$ cat src/hdl/sqmm_pkg.sv
// Shared widths, opcodes and controller/datapath interface types for the matrix multiplier.
package sqmm_pkg;

  // Field widths
  localparam int OP_W   = 2;
  localparam int IDX_W  = 4;
  localparam int ELEM_W = 16;
  localparam int SIZE_W = 5;
  localparam int PROD_W = 2 * ELEM_W;
  localparam int ACC_W  = 36;

  // Request opcodes
  localparam logic [OP_W-1:0] OP_WR_A    = 2'd0;
  localparam logic [OP_W-1:0] OP_WR_B    = 2'd1;
  localparam logic [OP_W-1:0] OP_COMPUTE = 2'd2;
  localparam logic [OP_W-1:0] OP_RD_C    = 2'd3;

  // Controller to datapath commands
  typedef struct packed {
    logic start;  // latch size, clear loop counters
    logic step;   // issue one multiply-accumulate
    logic wr_a;   // store request element into A
    logic wr_b;   // store request element into B
    logic rd_c;   // read one product element
  } cmd_t;

  // Datapath to controller status
  typedef struct packed {
    logic n_zero;      // configured size is zero
    logic last_issue;  // loop counters sit on the final term
    logic pipe_busy;   // multiply-accumulate pipeline holds work
    logic room;        // result queue can take one more read
  } sts_t;

endpackage

$ cat src/hdl/sqmm_ctrl.sv
// Controller state machine: request acceptance and compute sequencing.
module sqmm_ctrl (
  input  logic                    clk,
  input  logic                    rst_n,
  input  logic                    in_valid,
  output logic                    in_ready,
  input  logic [sqmm_pkg::OP_W-1:0] in_op,
  input  sqmm_pkg::sts_t          sts,
  output sqmm_pkg::cmd_t          cmd
);
  import sqmm_pkg::*;

  typedef enum logic [2:0] {
    ST_IDLE  = 3'b001,
    ST_ISSUE = 3'b010,
    ST_DRAIN = 3'b100
  } state_t;

  state_t state_r, state_nxt;
  logic   accept;

  // Take requests only while idle and the result queue has space
  assign in_ready = (state_r == ST_IDLE) && sts.room;
  assign accept   = in_valid && in_ready;

  // Decode commands
  always_comb begin
    cmd       = '0;
    cmd.wr_a  = accept && (in_op == OP_WR_A);
    cmd.wr_b  = accept && (in_op == OP_WR_B);
    cmd.start = accept && (in_op == OP_COMPUTE);
    cmd.rd_c  = accept && (in_op == OP_RD_C);
    cmd.step  = (state_r == ST_ISSUE);
  end

  // Next state
  always_comb begin
    state_nxt = state_r;
    case (state_r)
      ST_IDLE: begin
        if (cmd.start && !sts.n_zero) begin
          state_nxt = ST_ISSUE;
        end
      end
      ST_ISSUE: begin
        if (sts.last_issue) begin
          state_nxt = ST_DRAIN;
        end
      end
      ST_DRAIN: begin
        if (!sts.pipe_busy) begin
          state_nxt = ST_IDLE;
        end
      end
      default: state_nxt = ST_IDLE;
    endcase
  end

  always_ff @(posedge clk) begin
    if (!rst_n) begin
      state_r <= ST_IDLE;
    end else begin
      state_r <= state_nxt;
    end
  end

endmodule

$ cat config.mk
export PLATFORM = sky130hd
export DESIGN_NAME = sqmm_ctrl
export DESIGN_NICKNAME = d
export VERILOG_FILES = /design/src/hdl/sqmm_pkg.sv /design/src/hdl/sqmm_ctrl.sv
export SDC_FILE = /design/constraint.sdc
export NUM_CORES = 1
export LEC_CHECK = 0
export BUFFER_PORTS_ARGS = -buffer_cell sky130_fd_sc_hd__buf_2
export CAP_MARGIN = 20
export CORE_AREA = 3 3 40 42
export DETAILED_ROUTE_END_ITERATION = 10
export DIE_AREA = 0 0 43 45
export GPL_TIMING_DRIVEN = 0
export SKIP_LAST_GASP = 1
export SLEW_MARGIN = 40
export SYNTH_ARGS = -nofsm -noshare
export SYNTH_HDL_FRONTEND = slang
export SYNTH_SLANG_ARGS = --single-unit
export TNS_END_PERCENT = 30
$ cat constraint.sdc
create_clock -name clk -period 2.5 [get_ports clk]
set_input_delay 0.125 -clock clk [delete_from_list [all_inputs] [get_ports clk]]
set_output_delay 0.125 -clock clk [all_outputs]
set_load 0.005 [all_outputs]
; ---- Word level (Yosys, flattened, before mapping)
; Cells that the tools add are included.
[word_totals]
regBits = 3
input_bits = 9
output_inout_bits = 6
elab_cells = 24
[op_classes]
eq_ne = 9
n_reduce_logical = 10
mux = 4
[op_table]
columns = op, count
row1 = $mux 3, 3
row2 = $pmux 3 s3, 1
row3 = $logic_and 1x1->1, 7
row4 = $eq 2x2->1 const B, 2
row5 = $ne 2x2->1 const B, 2
row6 = $eq 3x1->1 const B, 1
row7 = $eq 3x2->1 const B, 1
row8 = $eq 3x3->1 const B, 1
row9 = $reduce_and 3->1, 1
row10 = $eq 2x1->1 const B, 1
row11 = $logic_not 2->1, 1
row12 = $ne 2x1->1 const B, 1
row13 = $logic_not 1->1, 1

; ---- Depth between registers and ports, before layout
[logic_depth]
ltp_word = 7
depth_mapped = 3
mapped_depth_nobuf = 3

; ---- Least setup slack after synthesis
; Ideal clock, no wire load.
[synth_path]
path_type = register -> output
startpoint = register state_r[2]
endpoint = output cmd[2] (netlist bit)
n_path_buf = 0
path_slack_ns = 1.467
arrival_time_ns = 0.908
stages_incl_launch_ff = 4
required_time_ns = 2.375
cell_sequence = dfxtp_1 and4bb_4 nand2_1 nor3_1
[synth_rtl]
columns = element, line
row1 = start: declaration, sqmm_ctrl.sv:19  ; state_t state_r, state_nxt;
row2 = start signal: assignment, sqmm_ctrl.sv:63  ; state_r <= state_nxt;
row3 = end: declaration, sqmm_ctrl.sv:9  ; output sqmm_pkg::cmd_t cmd

==> impl_metrics.json <==
{
  "status": "complete, no violations",
  "instances_no_fill": 59,
  "postPlaceCellArea_um2": 304,
  "antenna_found_initial": 0,
  "maxSlewViolCount": 0,
  "cap_violations": 0,
  "worstPathMaxFanout": 8,
  "syn_inst": 26,
  "slew_headroom_pct": 83.1,
  "routed_wirelength_um": 544,
  "rr_worst_depth": 3,
  "reg2reg_slack_ns": 1.38,
  "cts_resized": 0,
  "clk_pin_slew_ns": 0.04,
  "netlist-cell-type-count": 17,
  "peakVddDrop_v": 0.000112,
  "root_buffer": "clkbuf_4",
  "crit_path_top_delay_cell": "dfxtp_1",
  "dr.pass1.iters": 2,
  "syn_to_final_growth_pct": 53.5,
  "antennaDiodeCount": 0,
  "fin_crit_ns": 1.43,
  "slowest_delay_ns": 0.43,
  "finalHoldViolCount": 0,
  "drc_errors": 0,
  "yosys_warnings": 0,
  "grt_max_degree": 9,
  "cts_setup_buffers": 0,
  "hold_depth": 2,
  "tightest_slew_ns": 0.249,
  "fin_crit_sh_pct": 57.2,
  "htreeDepth": 1,
  "grt_pass1_vias": 245,
  "drive_gt1_share_pct": 45.5,
  "grt_pass1_wl_um": 917,
  "syn_nets": 35,
  "reg.largest.list": "state_r x3",
  "wl_per_cell_um": 9.22,
  "n_fill_cell": 148,
  "fmax_mhz": 699,
  "grt_overflow": 0,
  "ant_nets": 0,
  "netlist_area_um2": 215,
  "ys_ff_latch": 3,
  "startpoint_type": "flop",
  "rsz0062_at_grt": "false",
  "die_w_um": 43,
  "total_power_uw": 154,
  "whs_ns": 0.119,
  "dp.cells": 55,
  "clk_latency_ns": 0.23,
  "holdCritStartpoint": "rst_n",
  "r2r_end": "state_r[1]",
  "finish.instance_area_um2": 330,
  "top_register": "state_r",
  "clock_path_buffers": 2,
  "die-height_um": 45,
  "core_um2": 1280,
  "r2r_start": "state_r[1]",
  "crit_chain": "and4bb_4, nand2_1, nor3_1, buf_2",
  "nNetsFinal": 54,
  "critPathCaptureType": "output port",
  "place_hpwl_um": 452,
  "critical_path_class": "reg -> out",
  "io_buffers": 14,
  "crit_required_ns": 2.38,
  "power.density_nw_per_um2": 465,
  "fin_tns_setup_ns": 0,
  "cts_tree": "done",
  "cts-hold-fix-buffers": 0,
  "ys_seq_area_share_pct": 27.9,
  "setup_viol": 0,
  "synth_area_per_cell_um2": 8.28,
  "fin_skew_ns": 0.00375,
  "grt_usage_pct": 6.73,
  "pin_count": 15,
  "cp.arrival_ns": 1.31,
  "start_util_pct": 16.7,
  "num_rows": 13,
  "vias_per_cell": 4.25,
  "holdPathEnd": "state_r[0]",
  "place_congestion": 0.665,
  "hold_class": "in -> reg",
  "p_leak_nw": 0.153,
  "drtIter0Drc": 2,
  "vias": 251,
  "cts-buffers-inserted": 3,
  "dieArea_um2": 1940,
  "cts_sinks": 3,
  "largest_register_ffs": 3
}
==> layer usage <==
metal | part of all wire [%] | vias to the layer above | global-route usage (%)
met5 | 0 | - | 0
met4 | 0 | 0 | 7.23
met3 | 15 | 0 | 3.59
met2 | 43 | 12 | 10.5
met1 | 42 | 105 | 6.00
li1 | - | 134 | -
==> critical path: cells and delay by family, from the launching register on <==
family	cells	cell delay (ns)
flip-flops	1	0.43
buffers and inverters	1	0.14
AND/OR/NAND/NOR	3	0.51
==> final cells by class <==
class,count,area (um^2),share of cell area [%]
multi-input cells,22,151,45.8
flip-flops and latches,3,60.1,18.2
clock buffers,4,26.3,7.95
repair buffers,14,70.1,21.2
well taps,15,18.8,5.68
inverters,1,3.75,1.14
==> cells in the final DEF, fill, tap and decap left out, drive strengths merged <==
cell type,synthesis,layout
a21bo,1,1
a21o,1,1
a21oi,2,2
and4bb,2,2
buf,0,14
clkbuf,0,4
dfxtp,3,3
inv,1,1
nand2,1,1
nand2b,2,2
nand3,1,1
nand3b,2,2
nor2,4,4
nor3,2,2
nor3b,1,1
nor4b,1,1
o211ai,1,1
o311a,1,1
==> through the flow <==
stage,setup WS (ns),util (%)
global route,0.969,25.7
detailed placement,1.31,23.7
CTS,1.06,25.7
finish,1.07,25.7
global placement,1.35,23.7
floorplan,1.47,-
==> logic make-up after synthesis <==
logic type             synth area share [%]
AO/OA/AOI/OAI                          20.9
flip-flops                             27.9
buffers and inverters                  1.74
AND/OR/NAND/NOR                        49.4
==> cell usage after synthesis <==
master | number | area share [%]
nor2_1 | 4 | 7.0
dfxtp_1 | 3 | 28
a21oi_1 | 2 | 4.7
nand2b_1 | 2 | 5.8
nand3b_1 | 2 | 7.0
nor3_1 | 2 | 4.7
a21bo_2 | 1 | 4.7
a21o_1 | 1 | 3.5
and4bb_2 | 1 | 5.8
and4bb_4 | 1 | 7.6
inv_1 | 1 | 1.7
nand2_1 | 1 | 1.7
nand3_1 | 1 | 2.3
nor3b_1 | 1 | 3.5
nor4b_1 | 1 | 4.1
o211ai_1 | 1 | 3.5
o311a_1 | 1 | 4.7
==> how the worst max path moves through the flow <==
stage | start | to | slack, ns | depth (start not counted)
5_1_grt | state_r[0] | cmd[4] | 0.97 | 4
3_3_place_gp | state_r[0] | cmd[2] | 1.35 | 4
6_report | state_r[0] | cmd[2] | 1.07 | 4
3_5_place_dp | state_r[0] | cmd[2] | 1.31 | 4
2_1_floorplan | state_r[2] | cmd[2] | 1.47 | 3
4_1_cts | state_r[0] | cmd[2] | 1.06 | 4
==> power breakdown <==
group | internal (mW) | leakage [nW] | switching (mW)
Sequential | 0.0489 | 0.0243 | 0.00116
Combinational | 0.0117 | 0.114 | 0.00900
Clock | 0.0597 | 0.0150 | 0.0233
No activity file was read; power rests on OpenSTA's default activity.
